==> config.mk <==
export PLATFORM = sky130hd
export DESIGN_NAME = led_pattern_sequencer_top
export DESIGN_NICKNAME = d
export VERILOG_FILES = /design/src/hw/rtl/lps_pkg.sv /design/src/hw/rtl/led_pattern_sequencer_top.sv /design/src/hw/rtl/lps_core.sv /design/src/hw/rtl/lps_out_q.sv
export SDC_FILE = /design/constraint.sdc
export NUM_CORES = 1
export LEC_CHECK = 0
export BUFFER_PORTS_ARGS = -buffer_cell sky130_fd_sc_hd__buf_2
export CAP_MARGIN = 20
export CORE_MARGIN = 4
export CORE_UTILIZATION = 28
export DETAILED_ROUTE_END_ITERATION = 8
export PLACE_DENSITY_LB_ADDON = 0.2
export SLEW_MARGIN = 0
export SYNTH_ARGS = -nofsm -noshare
export SYNTH_HDL_FRONTEND = slang
export SYNTH_SLANG_ARGS = --single-unit
==> constraint.sdc <==
create_clock -name i_clk -period 8.4 [get_ports i_clk]
set_input_delay 0.42 -clock i_clk [delete_from_list [all_inputs] [get_ports i_clk]]
set_output_delay 0.42 -clock i_clk [all_outputs]
set_load 0.02 [all_outputs]
==> src/hw/rtl/lps_pkg.sv <==
`timescale 1ns / 1ps
`default_nettype none

package lps_pkg;

    // Action codes carried in the input transaction.
    localparam logic [2:0] ACT_TICK   = 3'd0;
    localparam logic [2:0] ACT_ON     = 3'd1;
    localparam logic [2:0] ACT_OFF    = 3'd2;
    localparam logic [2:0] ACT_TOGGLE = 3'd3;
    localparam logic [2:0] ACT_BLINK  = 3'd4;
    localparam logic [2:0] ACT_PLAY   = 3'd5;
    localparam logic [2:0] ACT_STOP   = 3'd6;
    localparam logic [2:0] ACT_WRITE  = 3'd7;

    localparam int FIELD_TIME_W = 32;

    typedef struct packed {
        logic [2:0]              action;
        logic [3:0]              entry_index;
        logic [FIELD_TIME_W-1:0] time_a;
        logic [FIELD_TIME_W-1:0] time_b;
        logic [7:0]              pattern_length;
        logic [7:0]              repeat_limit;
    } t_in_item;

    typedef struct packed {
        logic led_on;
        logic pin_level;
        logic playing;
    } t_out_item;

endpackage

`default_nettype wire

==> src/hw/rtl/led_pattern_sequencer_top.sv <==
`timescale 1ns / 1ps
`default_nettype none

// LED pattern sequencer.
// Input channel (i_in_valid, o_in_ready, i_in_item) carries one action per
// transaction: a one millisecond tick, a direct level change, a blink or table
// playback start, a stop, or a write into the interval table.
// Output channel (o_out_valid, i_out_ready, o_out_item) returns exactly one
// result per input transaction: the logical LED level, the pin level and
// whether playback is running.
// Config channel (i_cfg_valid, o_cfg_ready, i_cfg_data) sets the pin inversion;
// always ready; the user must write it while idle (the block does not check).
// Each result is registered into the result queue when its input is accepted.
// One transaction is accepted per cycle while the queue is not full; the state
// update and registered table read for the next position complete in that cycle.
// A two-entry result queue lets the block keep taking transactions while one
// result waits; o_in_ready drops only when both entries are held by a stalled
// receiver. Synchronous reset clears the LED, playback state, counters and the
// queue; table contents stay undefined until written.

module led_pattern_sequencer_top #(
    parameter int TABLE_DEPTH = 16,
    parameter int TIME_WIDTH  = 32
) (
    input  wire                 i_clk,
    input  wire                 i_rst_n,
    input  wire                 i_in_valid,
    output logic                o_in_ready,
    input  lps_pkg::t_in_item   i_in_item,
    output logic                o_out_valid,
    input  wire                 i_out_ready,
    output lps_pkg::t_out_item  o_out_item,
    input  wire                 i_cfg_valid,
    output logic                o_cfg_ready,
    input  wire                 i_cfg_data
);

    logic               accept;
    logic               not_full;
    lps_pkg::t_out_item result;

    assign o_in_ready  = not_full;
    assign o_cfg_ready = 1'b1;
    assign accept      = i_in_valid && not_full;

    lps_core #(
        .TABLE_DEPTH (TABLE_DEPTH),
        .TIME_WIDTH  (TIME_WIDTH)
    ) u_core (
        .i_clk       (i_clk),
        .i_rst_n     (i_rst_n),
        .i_accept    (accept),
        .i_item      (i_in_item),
        .i_cfg_valid (i_cfg_valid),
        .i_cfg_data  (i_cfg_data),
        .o_result    (result)
    );

    lps_out_q u_out_q (
        .i_clk      (i_clk),
        .i_rst_n    (i_rst_n),
        .i_push     (accept),
        .i_data     (result),
        .o_not_full (not_full),
        .o_valid    (o_out_valid),
        .i_ready    (i_out_ready),
        .o_data     (o_out_item)
    );

endmodule

`default_nettype wire

==> src/hw/rtl/lps_core.sv <==
`timescale 1ns / 1ps
`default_nettype none

module lps_core #(
    parameter int TABLE_DEPTH = 16,
    parameter int TIME_WIDTH  = 32
) (
    input  wire                 i_clk,
    input  wire                 i_rst_n,
    input  wire                 i_accept,
    input  lps_pkg::t_in_item   i_item,
    input  wire                 i_cfg_valid,
    input  wire                 i_cfg_data,
    output lps_pkg::t_out_item  o_result
);

    localparam int AW = $clog2(TABLE_DEPTH);
    localparam int LW = AW + 1;
    localparam logic [8:0] DEPTH_9 = 9'(TABLE_DEPTH);

    logic [TIME_WIDTH-1:0] mem [TABLE_DEPTH];
    logic [TIME_WIDTH-1:0] r_rd_data;

    logic                  r_invert;
    logic                  r_led,     n_led;
    logic                  r_running, n_running;
    logic                  r_blink,   n_blink;
    logic [TIME_WIDTH-1:0] r_bon,     n_bon;
    logic [TIME_WIDTH-1:0] r_boff,    n_boff;
    logic [AW-1:0]         r_step,    n_step;
    logic [LW-1:0]         r_len,     n_len;
    logic [7:0]            r_rep,     n_rep;
    logic [7:0]            r_passes,  n_passes;
    logic [TIME_WIDTH-1:0] r_el,      n_el;

    logic [TIME_WIDTH-1:0] ta_t;
    logic [TIME_WIDTH-1:0] tb_t;
    logic [TIME_WIDTH-1:0] cur_int;
    logic [TIME_WIDTH-1:0] el_inc;
    logic [LW-1:0]         step_inc;
    logic [7:0]            pass_inc;
    logic [8:0]            len_sat;
    logic [8:0]            idx_9;
    logic [AW-1:0]         wr_addr;
    logic                  wr_en;

    assign ta_t    = i_item.time_a[TIME_WIDTH-1:0];
    assign tb_t    = i_item.time_b[TIME_WIDTH-1:0];
    assign idx_9   = {5'd0, i_item.entry_index};
    assign wr_addr = idx_9[AW-1:0];
    assign wr_en   = i_accept && (i_item.action == lps_pkg::ACT_WRITE) && (idx_9 < DEPTH_9);

    // The registered read always holds the interval of the current table position.
    assign cur_int = r_blink ? (r_step[0] ? r_boff : r_bon) : r_rd_data;
    assign el_inc  = (r_el != {TIME_WIDTH{1'b1}}) ? r_el + 1'b1 : r_el;
    assign step_inc = {1'b0, r_step} + 1'b1;
    assign len_sat = ({1'b0, i_item.pattern_length} > DEPTH_9) ?
                     DEPTH_9 : {1'b0, i_item.pattern_length};

    always_comb begin
        n_led     = r_led;
        n_running = r_running;
        n_blink   = r_blink;
        n_bon     = r_bon;
        n_boff    = r_boff;
        n_step    = r_step;
        n_len     = r_len;
        n_rep     = r_rep;
        n_passes  = r_passes;
        n_el      = r_el;
        pass_inc  = r_passes;
        if (i_accept) begin
            unique case (i_item.action)
                lps_pkg::ACT_TICK: begin
                    if (r_running) begin
                        if (el_inc > cur_int) begin
                            n_led = ~r_led;
                            n_el  = '0;
                            if (step_inc >= r_len) begin
                                n_step   = '0;
                                pass_inc = r_passes + 8'd1;
                            end else begin
                                n_step = step_inc[AW-1:0];
                            end
                            n_passes = pass_inc;
                            if ((r_rep != 8'd0) && (pass_inc == r_rep)) begin
                                n_running = 1'b0;
                                n_led     = 1'b0;
                            end
                        end else begin
                            n_el = el_inc;
                        end
                    end
                end
                lps_pkg::ACT_ON: begin
                    n_running = 1'b0;
                    n_led     = 1'b1;
                end
                lps_pkg::ACT_OFF: begin
                    n_running = 1'b0;
                    n_led     = 1'b0;
                end
                lps_pkg::ACT_TOGGLE: begin
                    n_running = 1'b0;
                    n_led     = ~r_led;
                end
                lps_pkg::ACT_BLINK: begin
                    n_bon     = ta_t;
                    n_boff    = (tb_t != '0) ? tb_t : ta_t;
                    n_running = 1'b1;
                    n_blink   = 1'b1;
                    n_len     = LW'(2);
                    n_step    = '0;
                    n_rep     = 8'd0;
                    n_passes  = 8'd0;
                    n_led     = 1'b1;
                    n_el      = '0;
                end
                lps_pkg::ACT_PLAY: begin
                    // Lengths below two are ignored; odd lengths lose their last entry.
                    if (i_item.pattern_length >= 8'd2) begin
                        n_running = 1'b1;
                        n_blink   = 1'b0;
                        n_len     = len_sat[LW-1:0] & ~LW'(1);
                        n_step    = '0;
                        n_rep     = i_item.repeat_limit;
                        n_passes  = 8'd0;
                        n_led     = 1'b1;
                        n_el      = '0;
                    end
                end
                lps_pkg::ACT_STOP: begin
                    n_running = 1'b0;
                end
                lps_pkg::ACT_WRITE: begin
                end
                default: begin
                end
            endcase
        end
    end

    always_ff @(posedge i_clk) begin
        if (wr_en) begin
            mem[wr_addr] <= ta_t;
        end
        // Write-through so a table write to the next position (n_step) is seen next cycle.
        if (wr_en && (wr_addr == n_step)) begin
            r_rd_data <= ta_t;
        end else begin
            r_rd_data <= mem[n_step];
        end
    end

    always_ff @(posedge i_clk) begin
        if (!i_rst_n) begin
            r_invert  <= 1'b0;
            r_led     <= 1'b0;
            r_running <= 1'b0;
            r_blink   <= 1'b0;
            r_bon     <= '0;
            r_boff    <= '0;
            r_step    <= '0;
            r_len     <= '0;
            r_rep     <= 8'd0;
            r_passes  <= 8'd0;
            r_el      <= '0;
        end else begin
            if (i_cfg_valid) begin
                r_invert <= i_cfg_data;
            end
            r_led     <= n_led;
            r_running <= n_running;
            r_blink   <= n_blink;
            r_bon     <= n_bon;
            r_boff    <= n_boff;
            r_step    <= n_step;
            r_len     <= n_len;
            r_rep     <= n_rep;
            r_passes  <= n_passes;
            r_el      <= n_el;
        end
    end

    assign o_result.led_on    = n_led;
    assign o_result.pin_level = n_led ^ r_invert;
    assign o_result.playing   = n_running;

endmodule

`default_nettype wire

==> src/hw/rtl/lps_out_q.sv <==
`timescale 1ns / 1ps
`default_nettype none

module lps_out_q (
    input  wire                 i_clk,
    input  wire                 i_rst_n,
    input  wire                 i_push,
    input  lps_pkg::t_out_item  i_data,
    output logic                o_not_full,
    output logic                o_valid,
    input  wire                 i_ready,
    output lps_pkg::t_out_item  o_data
);

    lps_pkg::t_out_item r_slot [2];
    logic               r_wr_ptr;
    logic               r_rd_ptr;
    logic [1:0]         r_count, n_count;
    logic               pop;

    assign o_valid    = (r_count != 2'd0);
    assign o_not_full = (r_count != 2'd2);
    assign o_data     = r_slot[r_rd_ptr];
    assign pop        = o_valid && i_ready;

    always_comb begin
        n_count = r_count;
        if (i_push && !pop) begin
            n_count = r_count + 2'd1;
        end else if (!i_push && pop) begin
            n_count = r_count - 2'd1;
        end
    end

    always_ff @(posedge i_clk) begin
        if (i_push) begin
            r_slot[r_wr_ptr] <= i_data;
        end
    end

    always_ff @(posedge i_clk) begin
        if (!i_rst_n) begin
            r_wr_ptr <= 1'b0;
            r_rd_ptr <= 1'b0;
            r_count  <= 2'd0;
        end else begin
            if (i_push) begin
                r_wr_ptr <= ~r_wr_ptr;
            end
            if (pop) begin
                r_rd_ptr <= ~r_rd_ptr;
            end
            r_count <= n_count;
        end
    end

endmodule

`default_nettype wire

# Word-level counts from Yosys, hierarchy flattened
# Memories as Yosys holds them, arrays and structs flattened. A register that Yosys moved wholly into a read port is not among the register bits.
# Index checks and enable logic that the tools add are counted.
dict set report totals {
  regBits 129
  mem_bits_rw 518
  in_bits 93
  output_inout_bits 6
  memories 2
}
# name depth width rd rd_ports_with_merged_regs write_ports line_no
set mem_list {}
lappend mem_list {u_core.mem 16 32 1 1 1 lps_core.sv:21} ;# logic [TIME_WIDTH-1:0] mem [TABLE_DEPTH];
lappend mem_list {u_out_q.r_slot 2 3 1 1 1 lps_out_q.sv:15} ;# lps_pkg::t_out_item r_slot [2];
dict set report op_classes {
  addsub 5
  n_lt_le_gt_ge 5
  n_eq_ne 13
  mux 50
  n_bitwise 4
  n_reduce_logical 22
}
# operator count
set ops {}
lappend ops {{32-bit two-way mux} 7}
lappend ops {{32-bit one-hot mux with 3 select lines} 1}
lappend ops {{8-bit two-way mux} 9}
lappend ops {{32-bit by 1-bit adder with 32-bit output (second input constant)} 1}
lappend ops {{32-bit greater-than comparator} 1}
lappend ops {{32-bit inequality test (second input constant)} 1}
lappend ops {{32-bit nonzero test} 1}
lappend ops {{8-bit one-hot mux with 3 select lines} 1}
lappend ops {{4-bit two-way mux} 5}
lappend ops {{1-bit two-way mux} 17}
lappend ops {{8-bit one-hot mux with 2 select lines} 1}
lappend ops {{3-bit == test (second input constant)} 4}
lappend ops {{4-bit one-hot mux with 3 select lines} 1}
lappend ops {{5-bit two-way mux} 2}
lappend ops {{5-bit one-hot mux with 2 select lines} 1}
lappend ops {{8-bit by 1-bit adder with 8-bit output (second input constant)} 1}
lappend ops {{8-bit == test} 1}
lappend ops {{8-bit by 2-bit greater-or-equal comparator with 1-bit output (second input constant)} 1}
lappend ops {{8-bit by 5-bit greater-than comparator with 1-bit output (second input constant)} 1}
lappend ops {{8-bit nonzero test} 1}
lappend ops {{1-bit logical AND} 7}
lappend ops {{3-bit by 2-bit == test with 1-bit output (second input constant)} 2}
lappend ops {{2-bit by 1-bit inequality test with 1-bit output (second input constant)} 3}
lappend ops {{2-bit nonzero test} 3}
lappend ops {{other kinds (22)} 26}

# Logic depth before layout (Yosys ltp)
dict set report depth {
  depth_word 15
  ltp_mapped 19
  depth_no_buf 16
}

# Hierarchy
# From an unflattened synthesis, not the netlist that was laid out.
dict set report unflattened {
  hier_cells 1768
  hier_area_um2 27298.7
}
# module instances cells_per_inst area_per_inst_um2 seq_area_each_um2
set by_module_without_submodules {}
lappend by_module_without_submodules {lps_core 1 1734 26847.0 17937.2}
lappend by_module_without_submodules {lps_out_q 1 31 434.2 280.3}
lappend by_module_without_submodules {led_pattern_sequencer_top 1 3 17.5 0.0}

# Least setup slack after synthesis
# OpenSTA, ideal clock, no wires.
dict set report synth_path {
  path_kind {reg2reg}
  startpoint {reg with a tool-made name}
  endpoint {reg u_core.r_passes[3]}
  t_arrival_ps 4351
  slack_ps 3978
  path_stages_with_launch 16
  period_less_slack_ps 4422
  cell_sequence {dfxtp_1 -> buf_2 -> buf_1 -> mux4_2 -> mux4_2 -> o21ai_0 -> ha_1 -> nand4_2 -> nor4_2 -> a211oi_1 -> a21oi_2 -> inv_2 -> or3_1 -> buf_2 -> or4_1 -> a21oi_1}
}
# item line_no
set synth_rtl {}
lappend synth_rtl {{end signal: assignment} lps_core.sv:180} ;# r_passes <= n_passes;
lappend synth_rtl {{end: declaration} lps_core.sv:33} ;# logic [7:0] r_passes, n_passes;

==> results.json <==
{
  "drive_above_1_share": 0.2299,
  "gp_congestion": 0.8056,
  "first_pass_iters": 5,
  "die-area_mm2": 0.1019,
  "drc": 0,
  "cts_repair_resize_count": 0,
  "ir_drop_mv": 0.1435,
  "setup_viol": 0,
  "critPathTopFamily": "compound AO/OA/AOI/OAI gates",
  "drv_cap": 0,
  "required_ps": 8950,
  "synthCells": 1723,
  "std_cell_rows": 113,
  "synth_top_area_frac": 0.5734,
  "cpPeakStageDelay_ps": 780,
  "outcome": "finished clean",
  "cts_buffer_depth": 3,
  "syn2layout_area_growth_pct": 16.74,
  "pre_cts_ws_ps": 2526,
  "period_needed_ps": 5725,
  "async_reset_ff_frac": 0,
  "synthXorXnorAreaFrac": 0.01517,
  "synthAdderAreaFrac": 0.01845,
  "path_max_fanout": 38,
  "synth_seq_area_share": 0.6716,
  "clk_transition_reported_paths_ps": 60,
  "die_h_um": 319.3,
  "crit_slowest_cell": "dfxtp_4",
  "drtIter0Drc": 1265,
  "report.final.slew_viol_count": 0,
  "tns_ps": 0,
  "start_kind": "register",
  "worstSetupEndpointType": "register",
  "nets": 1967,
  "nFillCells": 9363,
  "relSlewSlack": 0.2733,
  "holdBufCountCts": 0,
  "finalCritPeriodShare": 0.6816,
  "antenna_found_initial": 9,
  "num_io_pins": 99,
  "finalHoldViolCount": 0,
  "grt_util_all_layers": 0.1451,
  "htree_num_levels": 3,
  "cts_made_buffers": 75,
  "post-synth-top-count-cell": "edfxtp_1",
  "yosys.area_share.simple": 0.06679,
  "ys_ff_latch": 651,
  "synth_commonest_cells": "edfxtp_1 (518), mux4_2 (160), nand2_1 (143)",
  "ys.flop_type": "edfxtp_1",
  "ys_types": 65,
  "worstMarginPinSlew_ps": 1088,
  "setup_ws_ps": 2675,
  "vias_per_cell": 4.977,
  "arrival_ps": 6280,
  "worstSetupPathType": "reg2reg",
  "synthTopCellsByArea": "edfxtp_1 (57%), mux4_2 (13%), dfxtp_1 (9.8%)",
  "hold_path_class": "in2reg",
  "grt_first_pass_wirelength_mm": 109.8,
  "grt_max_degree": 98,
  "max_freq_ghz": 0.1747,
  "power_frac_seq": 0.508,
  "avgSynthCellArea_um2": 15.74,
  "die_w_um": 319.3,
  "p_clk_frac": 0.452,
  "p_sw_w": 0.001531,
  "synth_nets": 1856,
  "synth_top_family_by_area": "multiplexers",
  "initial_core_util": 0.2838,
  "clkSinkCount": 651,
  "static-leakage-power_nw": 9.842,
  "synth_edf_count": 518,
  "portBuffers": 96,
  "fin_skew_ps": 43.49,
  "cts_root_buf": "clkbuf_16",
  "muxShareOfSynthArea": 0.1511,
  "r2r_slack_ps": 2670,
  "comb_power_share": 0.040,
  "hpwl_mm": 43.37,
  "p_per_area_mw_per_mm2": 219.7,
  "path_cells": "buf_4, mux4_2, mux4_2, o21ai_0, ha_1, a21oi_1, o21ai_0, a211oi_1, and3_1, o21ai_0, buf_4, a21oi_4, buf_4, or3b_1, mux2i_1",
  "routedWlPerCell_um": 23.77,
  "worst-path-buf-inv": 3,
  "internal-power_w": 0.005425,
  "rsz0062_at_grt": "no",
  "core_area_mm2": 0.09558,
  "synth_area_mm2": 0.02713,
  "post-cts-setup-buffers": 0,
  "ant_nets": 0,
  "num_vias": 15730,
  "p_sw_frac": 0.2201,
  "clk_latency_ps": 640,
  "yosysWarnings": 0,
  "grt-ovfl-total": 0,
  "synth_compound_gate_area_share": 0.06010,
  "yosysTopAreaCell": "edfxtp_1",
  "finalWirelength_mm": 75.11,
  "grt_pass1_vias": 15810,
  "cts_tree": "built"
}
tightest hold or removal path, stage by stage:
cell and delay [ps]:
buf_2 100, nand3_1 50, a21oi_1 60
placed cells by master (no fill, tap or decap), drive strengths merged, types with 6 or more instances in the layout:
cell type,count
nand3,49
and2,11
mux2i,46
a21oi,141
buf,131
nor3,10
ha,40
inv,20
a31oi,16
nand4,28
a22oi,15
edfxtp,518
nand2b,8
xor2,13
nand2,143
mux4,160
a211oi,6
dfxtp,133
and3,10
xnor2,34
o21ai,81
clkbuf,107
nor2,62
nor4,16
clkinv,26
flip-flops by register name (all words and copies together), names as in the netlist, named ones only:
name / cells
u_core.mem: 512
u_core.r_blink: 1
u_core.r_boff: 32
u_core.r_bon: 32
u_core.r_el: 32
u_core.r_invert: 1
u_core.r_led: 1
u_core.r_len: 4
u_core.r_passes: 8
u_core.r_rep: 8
u_core.r_running: 1
u_core.r_step: 4
u_out_q.r_count: 2
u_out_q.r_rd_ptr: 1
u_out_q.r_slot: 6
u_out_q.r_wr_ptr: 1
per-stage QoR:
step	cell area, um^2	total power, W	instances	util	hold slack, ps
5_1_grt	31660	0.007211	3157	0.3313	53.59
2_1_floorplan	27130	0.003744	1723	-	431.9
6_report	31670	0.006957	3160	0.3313	69.40
4_1_cts	31630	0.007058	3156	0.3310	19.93
3_5_place_dp	29260	0.003883	3021	0.3062	445.6
3_3_place_gp	29260	0.003872	3021	0.3062	440.3
cells by family after synthesis:
family	after synthesis
fa+ha+maj	40
xor+xnor	47
compound gates	288
mux	209
other cells	1
buf+inv	118
simple gates	369
flops	651
worst paths after layout:
check             cells past startpoint                          start                             to
hold / removal                        3                   i_in_item[2]   u_core.r_rep[2]$_SDFFE_PN0P_
setup reg to reg                     15                       register   u_core.r_el[13]$_SDFFE_PN0P_
hold reg to reg                       2  u_core.r_bon[11]$_SDFFE_PN0P_  u_core.r_bon[11]$_SDFFE_PN0P_
setup / recovery                     15                       register   u_core.r_el[13]$_SDFFE_PN0P_
per-layer routing:
layer / vias up / wire [um] / GRT usage
met5: - / 30 / 0
met4: 6 / 1473 / 0.03448
met3: 107 / 3882 / 0.02556
met2: 406 / 34880 / 0.2311
met1: 8156 / 34840 / 0.2070
li1: 7052 / - / -
power by group through the flow:
stage	clock [W]	sequential, W	combinational [W]
final	0.00314	0.00354	0.000280
after global routing	0.00336	0.00354	0.000309
after CTS	0.00324	0.00353	0.000281
after detailed placement	0	0.00360	0.000280
after global placement	0	0.00360	0.000271
after floorplan	0	0.00360	0.000146
final cells by class:
cell class              instances  area [um^2]  share of cell area
inverters                      21        78.83            0.002489
clock buffers                 107         2079             0.06566
clock inverters                28        290.3            0.009166
flip-flops and latches        651        18230              0.5756
multi-input cells             954         8600              0.2715
diodes                          3        7.507           0.0002371
well taps                    1265         1583             0.04998
repair buffers                131        800.8             0.02529
Note: power is estimated with default switching activity, not from simulation.
